### config.mk
export PLATFORM = sky130hd
export DESIGN_NAME = ipd_frame_deframer
export DESIGN_NICKNAME = d
export VERILOG_FILES = /design/src/design/ipd_pkg.sv /design/src/design/ipd_num_unit.sv /design/src/design/ipd_frame_deframer.sv
export SDC_FILE = /design/constraint.sdc
export NUM_CORES = 1
export LEC_CHECK = 0
export BUFFER_PORTS_ARGS = -buffer_cell sky130_fd_sc_hd__buf_2
export CAP_MARGIN = 20
export CORE_ASPECT_RATIO = 0.75
export CORE_MARGIN = 3
export CORE_UTILIZATION = 58
export CTS_BUF_LIST = sky130_fd_sc_hd__clkbuf_8
export CTS_CLUSTER_SIZE = 14
export DETAILED_ROUTE_END_ITERATION = 8
export PLACE_DENSITY = 0.8
export SETUP_SLACK_MARGIN = 0.3
export SLEW_MARGIN = 20
export SYNTH_ARGS = -nofsm -noshare
export SYNTH_HDL_FRONTEND = slang
export SYNTH_HIERARCHICAL = 1
export SYNTH_SLANG_ARGS = --single-unit
export TNS_END_PERCENT = 50
### constraint.sdc
create_clock -name clock -period 7.75 [get_ports clock]
set_input_delay 1.55 -clock clock [delete_from_list [all_inputs] [get_ports clock]]
set_output_delay 1.55 -clock clock [all_outputs]
set_load 0.03 [all_outputs]
### src/design/ipd_pkg.sv
// shared types, codes and constants of the ipd frame deframer
// no dependencies
`default_nettype none
package ipd_pkg;

   localparam int MAX_DIGITS  = 4;
   localparam int MAX_LINK_ID = 4;
   localparam int DCNT_W      = $clog2(MAX_DIGITS + 1);
   localparam int NUM_W       = 14;
   localparam int ACC_W       = NUM_W + 4;
   localparam logic [NUM_W-1:0] NUM_CAP = NUM_W'(9999);
   localparam logic [2:0] MARKER_LEN = 3'd5;

   localparam logic [1:0] OP_START = 2'd0;
   localparam logic [1:0] OP_BYTE  = 2'd1;
   localparam logic [1:0] OP_TICK  = 2'd2;

   localparam logic [2:0] PH_IDLE = 3'd0;
   localparam logic [2:0] PH_HUNT = 3'd1;
   localparam logic [2:0] PH_NUM1 = 3'd2;
   localparam logic [2:0] PH_NUM2 = 3'd3;
   localparam logic [2:0] PH_DATA = 3'd4;

   localparam logic [2:0] ST_OK          = 3'd0;
   localparam logic [2:0] ST_BAD_ID      = 3'd1;
   localparam logic [2:0] ST_BAD_LEN     = 3'd2;
   localparam logic [2:0] ST_HDR_TMO     = 3'd3;
   localparam logic [2:0] ST_PAYLOAD_TMO = 3'd4;

   localparam logic [1:0] CSR_HDR_TMO     = 2'd0;
   localparam logic [1:0] CSR_PAYLOAD_TMO = 2'd1;
   localparam logic [1:0] CSR_CAPACITY    = 2'd2;

   localparam logic [15:0] HDR_TMO_RESET     = 16'd1000;
   localparam logic [15:0] PAYLOAD_TMO_RESET = 16'd3000;
   localparam logic [15:0] CAPACITY_RESET    = 16'd1024;

   localparam logic [7:0] CH_COLON = 8'h3a;
   localparam logic [7:0] CH_COMMA = 8'h2c;
   localparam logic [7:0] CH_PLUS  = 8'h2b;
   localparam logic [7:0] CH_MINUS = 8'h2d;

   typedef struct packed {
      logic start;
      logic comma;
      logic neg;
      logic stop;
   } nflags_type;

   typedef struct packed {
      logic [NUM_W-1:0]  num;
      nflags_type        flags;
      logic [DCNT_W-1:0] dcnt;
   } num_state_type;

   typedef struct packed {
      logic [7:0]       data_byte;
      logic             is_payload;
      logic             last;
      logic [2:0]       status;
      logic [2:0]       link_id;
      logic             link_id_present;
      logic [NUM_W-1:0] announced_len;
   } rsp_type;

   function automatic logic [7:0] marker_char(input logic [2:0] pos);
      logic [7:0] ch;
      case (pos)
         3'd0:    ch = 8'h2b;
         3'd1:    ch = 8'h49;
         3'd2:    ch = 8'h50;
         3'd3:    ch = 8'h44;
         3'd4:    ch = 8'h2c;
         default: ch = 8'h00;
      endcase
      return ch;
   endfunction

endpackage
`default_nettype wire

### src/design/ipd_num_unit.sv
// one byte step of the decimal number parser of the header
// depends on ipd_pkg
`default_nettype none
module ipd_num_unit
   import ipd_pkg::*;
(
   input  wire logic [7:0]    rx_byte,
   input  num_state_type      cur,
   output num_state_type      nxt
);

   logic             blank;
   logic             digit;
   logic [ACC_W-1:0] acc;

   assign blank = rx_byte inside {[8'd9:8'd13], 8'd32};
   assign digit = rx_byte inside {[8'h30:8'h39]};
   assign acc   = {cur.num, 3'b000} + {3'b000, cur.num, 1'b0}
                + ACC_W'(rx_byte[3:0]);

   always_comb begin
      nxt = cur;
      if (cur.flags.stop) begin
         nxt = cur;
      end else if (!cur.flags.start && blank) begin
         nxt = cur;
      end else if (!cur.flags.start && (rx_byte == CH_PLUS || rx_byte == CH_MINUS)) begin
         nxt.flags.start = 1'b1;
         if (rx_byte == CH_MINUS) begin
            nxt.flags.neg = 1'b1;
         end
      end else if (!digit) begin
         nxt.flags.stop  = 1'b1;
         nxt.flags.start = 1'b1;
      end else begin
         nxt.flags.start = 1'b1;
         if (cur.dcnt < DCNT_W'(MAX_DIGITS)) begin
            nxt.dcnt = cur.dcnt + DCNT_W'(1);
            nxt.num  = (acc > ACC_W'(NUM_CAP)) ? NUM_CAP : acc[NUM_W-1:0];
         end
      end
   end

endmodule
`default_nettype wire

### src/design/ipd_frame_deframer.sv
// top level of the ipd frame deframer: header parser, payload counter, result queue
// depends on ipd_pkg and ipd_num_unit
//
// usage
//   req channel: one transaction per item, op start / serial byte / tick,
//     byte in req_rx_byte. start arms a receive and abandons any running one.
//   rsp channel: at most one result per item; payload bytes with status ok,
//     last set on the final byte, or one error / empty result with last set.
//   csr channel: writes header timeout, payload timeout and capacity by index;
//     always ready, to be written while no receive is in flight.
//   result path: each result is registered in the output register or skid.
//   throughput: one item per cycle while req_ready is high, all parsing
//     state updated in a single pass of logic into the result registers.
//   stall: a two-entry result queue (output register plus skid) lets one
//     more item in while a result waits; req_ready drops when both are full.
//   reset: synchronous, clears the parser to idle, empties the queue and
//     loads the registers with 1000, 3000 and 1024.
`default_nettype none
module ipd_frame_deframer
   import ipd_pkg::*;
(
   input  wire logic             clock,
   input  wire logic             reset,
   input  wire logic             req_valid,
   output logic                  req_ready,
   input  wire logic [1:0]       req_op,
   input  wire logic [7:0]       req_rx_byte,
   output logic                  rsp_valid,
   input  wire logic             rsp_ready,
   output logic [7:0]            rsp_data_byte,
   output logic                  rsp_is_payload,
   output logic                  rsp_last,
   output logic [2:0]            rsp_status,
   output logic [2:0]            rsp_link_id,
   output logic                  rsp_link_id_present,
   output logic [NUM_W-1:0]      rsp_announced_len,
   input  wire logic             csr_valid,
   output logic                  csr_ready,
   input  wire logic [1:0]       csr_index,
   input  wire logic [15:0]      csr_wdata
);

   logic [15:0]       hdr_tmo_ff, payload_tmo_ff, capacity_ff;

   logic [2:0]        phase_ff, phase_in;
   logic [2:0]        pos_ff, pos_in;
   logic [15:0]       elapsed_ff, elapsed_in;
   num_state_type     num_ff, num_in;
   logic [NUM_W-1:0]  first_ff, first_in;
   logic [NUM_W-1:0]  delivered_ff, delivered_in;
   logic [NUM_W-1:0]  quota_ff, quota_in;
   logic [2:0]        hdr_id_ff, hdr_id_in;
   logic              hdr_present_ff, hdr_present_in;
   logic [NUM_W-1:0]  hdr_len_ff, hdr_len_in;

   rsp_type           out_ff, out_in, skid_ff, skid_in;
   logic              out_v_ff, out_v_in, skid_v_ff, skid_v_in;

   rsp_type           res;
   logic              res_v;
   logic              accept;
   logic              pop;
   num_state_type     num_step;
   logic              len_neg;
   logic              first_neg;
   logic [NUM_W-1:0]  len_sel;
   logic [NUM_W-1:0]  quota_calc;
   logic [15:0]       elapsed_inc;
   logic [NUM_W-1:0]  deliv_inc;

   assign accept    = req_valid && req_ready;
   assign pop       = out_v_ff && rsp_ready;
   assign req_ready = !skid_v_ff;
   assign csr_ready = 1'b1;

   ipd_num_unit u_num (
      .rx_byte (req_rx_byte),
      .cur     (num_ff),
      .nxt     (num_step)
   );

   assign len_sel     = num_ff.flags.comma ? num_ff.num : first_ff;
   assign len_neg     = num_ff.flags.neg && (len_sel != '0);
   assign first_neg   = num_ff.flags.neg && (num_ff.num != '0);
   assign quota_calc  = ({2'b00, len_sel} < capacity_ff) ? len_sel
                                                         : capacity_ff[NUM_W-1:0];
   assign elapsed_inc = (elapsed_ff == 16'hffff) ? elapsed_ff : elapsed_ff + 16'd1;
   assign deliv_inc   = delivered_ff + NUM_W'(1);

   always_comb begin
      phase_in       = phase_ff;
      pos_in         = pos_ff;
      elapsed_in     = elapsed_ff;
      num_in         = num_ff;
      first_in       = first_ff;
      delivered_in   = delivered_ff;
      quota_in       = quota_ff;
      hdr_id_in      = hdr_id_ff;
      hdr_present_in = hdr_present_ff;
      hdr_len_in     = hdr_len_ff;
      res_v          = 1'b0;
      res            = '0;
      res.last       = 1'b1;
      res.link_id         = hdr_id_ff;
      res.link_id_present = hdr_present_ff;
      res.announced_len   = hdr_len_ff;
      if (accept) begin
         if (req_op == OP_START) begin
            phase_in       = PH_HUNT;
            pos_in         = '0;
            elapsed_in     = '0;
            num_in         = '0;
            first_in       = '0;
            delivered_in   = '0;
            quota_in       = '0;
            hdr_id_in      = '0;
            hdr_present_in = 1'b0;
            hdr_len_in     = '0;
         end else if (phase_ff != PH_IDLE && req_op == OP_TICK) begin
            elapsed_in = elapsed_inc;
            if (phase_ff == PH_DATA) begin
               if (elapsed_inc >= payload_tmo_ff) begin
                  phase_in   = PH_IDLE;
                  res_v      = 1'b1;
                  res.status = ST_PAYLOAD_TMO;
               end
            end else if (elapsed_inc >= hdr_tmo_ff) begin
               phase_in            = PH_IDLE;
               res_v               = 1'b1;
               res.status          = ST_HDR_TMO;
               res.link_id         = '0;
               res.link_id_present = 1'b0;
               res.announced_len   = '0;
            end
         end else if (phase_ff != PH_IDLE && req_op == OP_BYTE) begin
            case (phase_ff)
               PH_HUNT: begin
                  if (req_rx_byte == marker_char(pos_ff)) begin
                     pos_in = pos_ff + 3'd1;
                  end else begin
                     pos_in = (req_rx_byte == CH_PLUS) ? 3'd1 : 3'd0;
                  end
                  if (pos_in == MARKER_LEN) begin
                     phase_in = PH_NUM1;
                     num_in   = '0;
                  end
               end
               PH_NUM1, PH_NUM2: begin
                  if (req_rx_byte == CH_COLON) begin
                     if (num_ff.flags.comma && !hdr_present_ff) begin
                        phase_in            = PH_IDLE;
                        res_v               = 1'b1;
                        res.status          = ST_BAD_ID;
                        res.link_id         = '0;
                        res.link_id_present = 1'b0;
                        res.announced_len   = '0;
                     end else if (len_sel == '0 || len_neg) begin
                        phase_in          = PH_IDLE;
                        res_v             = 1'b1;
                        res.status        = ST_BAD_LEN;
                        res.announced_len = '0;
                     end else begin
                        hdr_len_in   = len_sel;
                        quota_in     = quota_calc;
                        delivered_in = '0;
                        elapsed_in   = '0;
                        if (quota_calc == '0) begin
                           phase_in          = PH_IDLE;
                           res_v             = 1'b1;
                           res.status        = ST_OK;
                           res.announced_len = len_sel;
                        end else begin
                           phase_in = PH_DATA;
                        end
                     end
                  end else if (phase_ff == PH_NUM1 && req_rx_byte == CH_COMMA) begin
                     if (!first_neg && (num_ff.num <= NUM_W'(MAX_LINK_ID))) begin
                        hdr_present_in = 1'b1;
                        hdr_id_in      = num_ff.num[2:0];
                     end else begin
                        hdr_present_in = 1'b0;
                        hdr_id_in      = '0;
                     end
                     first_in          = num_ff.num;
                     phase_in          = PH_NUM2;
                     num_in            = '0;
                     num_in.flags.comma = 1'b1;
                  end else begin
                     num_in = num_step;
                     if (phase_ff == PH_NUM1) begin
                        first_in = num_step.num;
                     end
                  end
               end
               PH_DATA: begin
                  delivered_in   = deliv_inc;
                  res_v          = 1'b1;
                  res.status     = ST_OK;
                  res.data_byte  = req_rx_byte;
                  res.is_payload = 1'b1;
                  res.last       = (deliv_inc >= quota_ff);
                  if (deliv_inc >= quota_ff) begin
                     phase_in = PH_IDLE;
                  end
               end
               default: begin
                  phase_in = PH_IDLE;
               end
            endcase
         end
      end
   end

   // two-entry result queue
   always_comb begin
      out_in    = out_ff;
      skid_in   = skid_ff;
      out_v_in  = out_v_ff;
      skid_v_in = skid_v_ff;
      if (!out_v_ff || pop) begin
         if (skid_v_ff) begin
            out_in    = skid_ff;
            out_v_in  = 1'b1;
            skid_in   = res;
            skid_v_in = res_v;
         end else begin
            out_in   = res;
            out_v_in = res_v;
         end
      end else if (res_v) begin
         skid_in   = res;
         skid_v_in = 1'b1;
      end
   end

   always_ff @(posedge clock) begin
      if (reset) begin
         phase_ff       <= PH_IDLE;
         pos_ff         <= '0;
         elapsed_ff     <= '0;
         num_ff         <= '0;
         first_ff       <= '0;
         delivered_ff   <= '0;
         quota_ff       <= '0;
         hdr_id_ff      <= '0;
         hdr_present_ff <= 1'b0;
         hdr_len_ff     <= '0;
         out_v_ff       <= 1'b0;
         skid_v_ff      <= 1'b0;
      end else begin
         phase_ff       <= phase_in;
         pos_ff         <= pos_in;
         elapsed_ff     <= elapsed_in;
         num_ff         <= num_in;
         first_ff       <= first_in;
         delivered_ff   <= delivered_in;
         quota_ff       <= quota_in;
         hdr_id_ff      <= hdr_id_in;
         hdr_present_ff <= hdr_present_in;
         hdr_len_ff     <= hdr_len_in;
         out_v_ff       <= out_v_in;
         skid_v_ff      <= skid_v_in;
      end
   end

   always_ff @(posedge clock) begin
      out_ff  <= out_in;
      skid_ff <= skid_in;
   end

   always_ff @(posedge clock) begin
      if (reset) begin
         hdr_tmo_ff     <= HDR_TMO_RESET;
         payload_tmo_ff <= PAYLOAD_TMO_RESET;
         capacity_ff    <= CAPACITY_RESET;
      end else if (csr_valid && csr_ready) begin
         case (csr_index)
            CSR_HDR_TMO:     hdr_tmo_ff     <= csr_wdata;
            CSR_PAYLOAD_TMO: payload_tmo_ff <= csr_wdata;
            CSR_CAPACITY:    capacity_ff    <= csr_wdata;
            default: begin
            end
         endcase
      end
   end

   assign rsp_valid           = out_v_ff;
   assign rsp_data_byte       = out_ff.data_byte;
   assign rsp_is_payload      = out_ff.is_payload;
   assign rsp_last            = out_ff.last;
   assign rsp_status          = out_ff.status;
   assign rsp_link_id         = out_ff.link_id;
   assign rsp_link_id_present = out_ff.link_id_present;
   assign rsp_announced_len   = out_ff.announced_len;

endmodule
`default_nettype wire

; Word level (Yosys, flattened, before mapping)
; Cells that the tools add are included.
[word_totals]
wordCells = 297
output_inout_bits = 34
reg_bits = 215
[classes]
addsub = 6
order_cmp = 11
n_reduce_logical = 59
n_eq_ne = 45
n_mux = 142
[op_table]
columns = cell, n
row1 = 14-bit two-way mux, 36
row2 = 31-bit two-way mux, 7
row3 = 21-bit two-way mux, 8
row4 = 16-bit two-way mux, 8
row5 = 3-bit two-way mux, 35
row6 = 21-bit one-hot mux with 2 select lines, 1
row7 = "8-bit by 6-bit == test with 1-bit output, second input constant", 5
row8 = 20-bit two-way mux, 2
row9 = 8-bit two-way mux, 5
row10 = 18-bit two-way mux, 2
row11 = 7-bit one-hot mux with 5 select lines, 1
row12 = 16-bit >= comparator, 2
row13 = 14-bit zero test, 2
row14 = 14-bit one-hot mux with 2 select lines, 1
row15 = 7-bit AND reduction, 4
row16 = 14-bit nonzero test, 2
row17 = 1-bit two-way mux, 26
row18 = "3-bit != test, second input constant", 8
row19 = "4-bit by 3-bit != test with 1-bit output, second input constant", 6
row20 = 6-bit AND reduction, 4
row21 = 3-bit nonzero test, 7
row22 = 10-bit two-way mux, 2
row23 = 17-bit by 15-bit adder with 18-bit output, 1
row24 = 18-bit by 4-bit adder with 18-bit output, 1
row25 = other kinds (41), 87

; Logic depth before layout (Yosys ltp)
[logic_depth]
depth_word = 20
mapped_depth = 17
depth_no_buf = 15

; Modules after synthesis
; The synthesis kept the hierarchy.
[modules_own_cells]
columns = mod, area_each_um2, n_inst, seq_area_each_um2, cells_per_inst
row1 = ipd_frame_deframer, 11907.7, 1, 4924.7, 1333
row2 = ipd_num_unit, 1461.4, 1, 0.0, 190

; Worst setup path before layout
; OpenSTA, ideal clock, no wires.
[synth_timing]
kind = input to register
startpoint = in req_rx_byte[3]
endpoint = reg first_ff[7]
n_path_buf = 0
t_required_ns = 7.622
path_slack_ns = 3.188
arrival_ns = 4.435
cell_stages = 15
setup_time_ns = 0.128
path_cell_list = inv_1 > fa_1 > inv_1 > ha_1 > a21oi_1 > o2111a_2 > or3_4 > a211oi_4 > and2b_1 > a22oi_2 > a32o_2 > mux2i_1 > nor3_1 > a21oi_1 > nor2_1
[synth_rtl]
columns = element, line_no
row1 = "start, declared", ipd_frame_deframer.sv:27  ; input wire logic [7:0] req_rx_byte,
row2 = "end signal, assigned", ipd_frame_deframer.sv:255  ; first_ff <= first_in;
row3 = "end, declared", ipd_frame_deframer.sv:49  ; logic [NUM_W-1:0] first_ff, first_in;

; Worst setup path after layout
[layout_timing]
startpoint = reg elapsed_ff[6]
endpoint = reg out_ff (netlist bit rsp_announced_len[7]), data pin
[layout_between]
elab_chain_cells = 9
elab_cells_between_ends = 10
[layout_rtl]
columns = element, line_no
row1 = "start, declared", ipd_frame_deframer.sv:47  ; logic [15:0] elapsed_ff, elapsed_in;
row2 = "start signal, assigned", ipd_frame_deframer.sv:253  ; elapsed_ff <= elapsed_in;
row3 = 16-bit by 1-bit adder with 16-bit output or 16-bit == test (tied branches), ipd_frame_deframer.sv:87  ; assign elapsed_inc = (elapsed_ff == 16'hffff) ? elapsed_ff : elapsed_ff + 16'd1;
row4 = 16-bit two-way mux *, ipd_frame_deframer.sv:87
row5 = 16-bit >= comparator *, ipd_frame_deframer.sv:127  ; end else if (elapsed_inc >= hdr_tmo_ff) begin
row6 = 20-bit two-way mux *, ipd_frame_deframer.sv:127
row7 = 18-bit two-way mux *, ipd_frame_deframer.sv:121  ; if (phase_ff == PH_DATA) begin
row8 = 21-bit two-way mux *, ipd_frame_deframer.sv:119  ; end else if (phase_ff != PH_IDLE && req_op == OP_TICK) begin
row9 = 31-bit two-way mux *, ipd_frame_deframer.sv:108  ; if (req_op == OP_START) begin
row10 = 31-bit two-way mux *, ipd_frame_deframer.sv:107  ; if (accept) begin
row11 = 31-bit two-way mux *, ipd_frame_deframer.sv:221  ; if (skid_v_ff) begin
row12 = "end signal, assigned", ipd_frame_deframer.sv:267  ; out_ff <= out_in;
row13 = "end, declared", ipd_frame_deframer.sv:56  ; rsp_type out_ff, out_in, skid_ff, skid_in;
; Mark *: on every way between the ends. The rest lies on a longest branch, timed or not.
; A chain may end at the register's enable or synchronous reset.

==> impl_metrics.json <==
{
  "post-route-min-period_ns": 5.33,
  "synth_edf_count": 62,
  "post_cts_buffers": 0,
  "yosysSeqAreaShare_pct": 36.8,
  "cts_made_buffers": 35,
  "endpoint_kind": "register",
  "synthAdderAreaFrac_pct": 9.10,
  "dieArea_mm2": 0.0249,
  "syn_nets": 1652,
  "cp.required_ns": 7.96,
  "crit_path_start_kind": "register",
  "synth_mux_area_share_pct": 3.60,
  "hold_end": "hdr_tmo_ff[4]",
  "std_cell_rows": 47,
  "slew_viol_final": 0,
  "critPathMaxStageDelay_ns": 0.80,
  "dp_hpwl_um": 25300,
  "io_pins": 67,
  "design_area_mm2": 0.0144,
  "drt_iter0_markers": 1422,
  "power.density_mw_per_mm2": 161,
  "fin_nets": 1686,
  "synth_area_per_cell_um2": 8.78,
  "numPortBuffers": 65,
  "grt_pass1_wl_um": 57000,
  "whs_ns": 0.457,
  "placed_cell_area_mm2": 0.0137,
  "grt_max_degree": 58,
  "ir_drop_mv": 0.0981,
  "fin_skew_ns": 0.0261,
  "clk_pin_slew_ns": 0.06,
  "synth_top_area_share_pct": 22.9,
  "r2r-start": "elapsed_ff[6]",
  "cp.arrival_ns": 5.53,
  "setup_tns_ns": 0,
  "grtUsageTotal_pct": 27.9,
  "h-tree-depth": 2,
  "cp_max_fo": 18,
  "setup_viol": 0,
  "cts.sinks": 215,
  "ctsHoldBuffers": 0,
  "wl_per_cell_um": 19.0,
  "grt_pass1_vias": 10800,
  "synth_ff_type": "dfxtp_1",
  "vias": 11900,
  "ys_ff_latch": 215,
  "period_share_pct": 68.7,
  "hold_path.class": "reg -> reg",
  "ant_nets": 0,
  "synth_compound_area_share_pct": 22.0,
  "clock_latency_ns": 0.54,
  "worstRegToRegCells": 14,
  "die_height_um": 137,
  "clockBufferDepth": 3,
  "synthArstFlopShare_pct": 0,
  "synthSimpleGateAreaFrac_pct": 20.0,
  "start_util_pct": 59.8,
  "cts_root_buf": "clkbuf_8",
  "cts_tree": "yes",
  "globalRouteOverflowTotal": 0,
  "synth_most_common_cell": "nand2_1",
  "hold_start": "hdr_tmo_ff[4]",
  "gp_congestion": 0.933,
  "yosysTopAreaCell": "dfxtp_1",
  "synthesis.area_mm2": 0.0134,
  "fmax_mhz": 188,
  "synthCells": 1523,
  "crit_chain": "and4_1 > nand4_1 > nor2_2 > a31oi_1 > nand3_1 > xnor2_1 > ha_1 > o21ai_0 > a2111oi_2 > nand2_1 > o211ai_2 > o31ai_4 > a211oi_4 > a22oi_1",
  "worst_pin_slew_ns": 1.08,
  "relSlewSlack_pct": 28.0,
  "synth_common_cells": "nand2_1, dfxtp_1, a21oi_1",
  "r2r-end": "rsp_announced_len[7]",
  "core_area_mm2": 0.0223,
  "synth_top_family_by_area": "compound AO/OA/AOI/OAI gates",
  "rrSetupSlack_ns": 2.42,
  "rsz0062_at_grt": "false",
  "ys_top_cells_by_area": "dfxtp_1, edfxtp_1, ha_1, nand2_1, a21oi_1",
  "ys_warn_count": 6,
  "p_leak_uw": 0.00591,
  "drt_pass1_iterations": 6,
  "drc": 0,
  "cts.repair.resized": 0,
  "viasPerCell": 6.35,
  "hold_viol_final": 0,
  "routed_wl_um": 35700,
  "crit_type": "reg -> reg",
  "drive_above_1_share_pct": 12.0,
  "hold_depth": 2,
  "fp.dieW_um": 181,
  "post-route-util_pct": 64.6,
  "status": "complete, no violations",
  "fillers": 1852,
  "yosysUniqueCellTypes": 105,
  "synth_xor_area_share_pct": 2.49,
  "antenna_found_initial": 0,
  "crit_slowest_cell": "a211oi_4",
  "drv_cap": 0,
  "n_antenna_cell": 0,
  "area_growth_pct": 7.91
}
per-layer routing:
metal	track usage [%]	routed length [um]	vias to the layer above
li1	-	-	5642
met1	43.1	16700	5599
met2	40.1	14800	600
met3	5.15	3530	72
met4	6.89	736	0
met5	0	0	-
kinds of logic (layout without fill, tap and decap cells):
logic type,after synthesis,after routing
muxes,47,47
xor gates and xnor gates,38,38
AOI/OAI and AO/OA,416,416
DFF,215,215
buffers and inverters,177,236
other,1,1
adders and majority gates,96,96
and+or+nand+nor,533,533
how the worst max path moves through the flow:
| stage | startpoint | end | slack [ns] |
|---|---|---|---|
| 5_1_grt | elapsed_ff[6] | skid_ff[4] | 2.08 |
| 2_1_floorplan | req_rx_byte[3] | first_ff[7] | 3.19 |
| 6_report | elapsed_ff[6] | rsp_announced_len[7] | 2.42 |
| 4_1_cts | elapsed_ff[6] | skid_ff[4] | 2.54 |
| 3_5_place_dp | req_rx_byte[3] | first_ff[0] | 2.31 |
| 3_3_place_gp | req_rx_byte[3] | first_ff[0] | 2.45 |
report_power, final:
group	switching [uW]	internal (uW)
Combinational	98.3	40.9
Clock	462	549
Sequential	7.10	1160
Total	568	1750
cell type report:
class / instances / area [um2] / area share [%]
Clock buffer: 41 / 564 / 3.91
Clock inverter: 21 / 141 / 0.980
Inverter: 99 / 372 / 2.58
Multi-Input combinational cell: 1131 / 7650 / 53.1
Sequential cell: 215 / 4920 / 34.1
Tap cell: 294 / 368 / 2.55
Timing Repair Buffer: 75 / 403 / 2.79
worst max-delay path, delay by kind of cell (launching register included):
| family | cells | cell delay (ns) |
|---|---|---|
| XOR/XNOR | 1 | 0.48 |
| AND/OR/NAND/NOR | 5 | 0.94 |
| adder cells (fa/ha/maj) | 1 | 0.25 |
| flip-flops | 1 | 0.36 |
| AO/OA/AOI/OAI | 7 | 2.97 |
metrics by stage:
step / power [uW] / instances / worst slack, ns
2_1_floorplan: 1280 / 1523 / 3.19
3_3_place_gp: 1320 / 1813 / 2.45
4_1_cts: 2320 / 1875 / 2.54
6_report: 2320 / 1876 / 2.42
3_5_place_dp: 1330 / 1813 / 2.31
5_1_grt: 2380 / 1876 / 2.08
flip-flops by register name, indices dropped and copies added, names as in the netlist, 3 cells and up:
register,flops
hdr_len_ff,14
skid_ff,31
rsp_announced_len,14
hdr_id_ff,3
rsp_data_byte,8
rsp_link_id,3
payload_tmo_ff,16
elapsed_ff,16
quota_ff,14
first_ff,14
rsp_status,3
pos_ff,3
hdr_tmo_ff,16
capacity_ff,16
delivered_ff,14
num_ff,21
phase_ff,3
cell usage in the layout, fill, tap and decap left out, types with 6 or more instances in the layout:
master / Yosys / routed
a2111oi_1: 6 / 6
a21o_1: 22 / 22
a21oi_1: 125 / 125
a221o_1: 9 / 9
a22o_1: 9 / 9
a22oi_1: 31 / 31
a311oi_1: 12 / 12
a31oi_1: 16 / 16
a32oi_1: 11 / 11
and2_1: 14 / 14
and3_1: 12 / 12
and4_1: 6 / 6
buf_2: 11 / 64
buf_4: 4 / 11
clkbuf_8: 1 / 41
dfxtp_1: 153 / 153
edfxtp_1: 62 / 62
ha_1: 94 / 94
inv_1: 97 / 109
mux2_2: 9 / 9
mux2i_1: 38 / 38
nand2_1: 196 / 196
nand2b_1: 9 / 8
nand3_1: 54 / 54
nand4_1: 17 / 17
nor2_1: 95 / 95
nor2b_1: 16 / 16
nor3_1: 46 / 46
nor4_1: 13 / 13
o211a_1: 7 / 7
o211ai_1: 20 / 20
o21a_1: 11 / 11
o21ai_0: 69 / 69
o31ai_1: 6 / 6
or3_1: 9 / 9
xnor2_1: 22 / 22
xor2_1: 16 / 16
No activity file was read; power rests on OpenSTA's default activity.
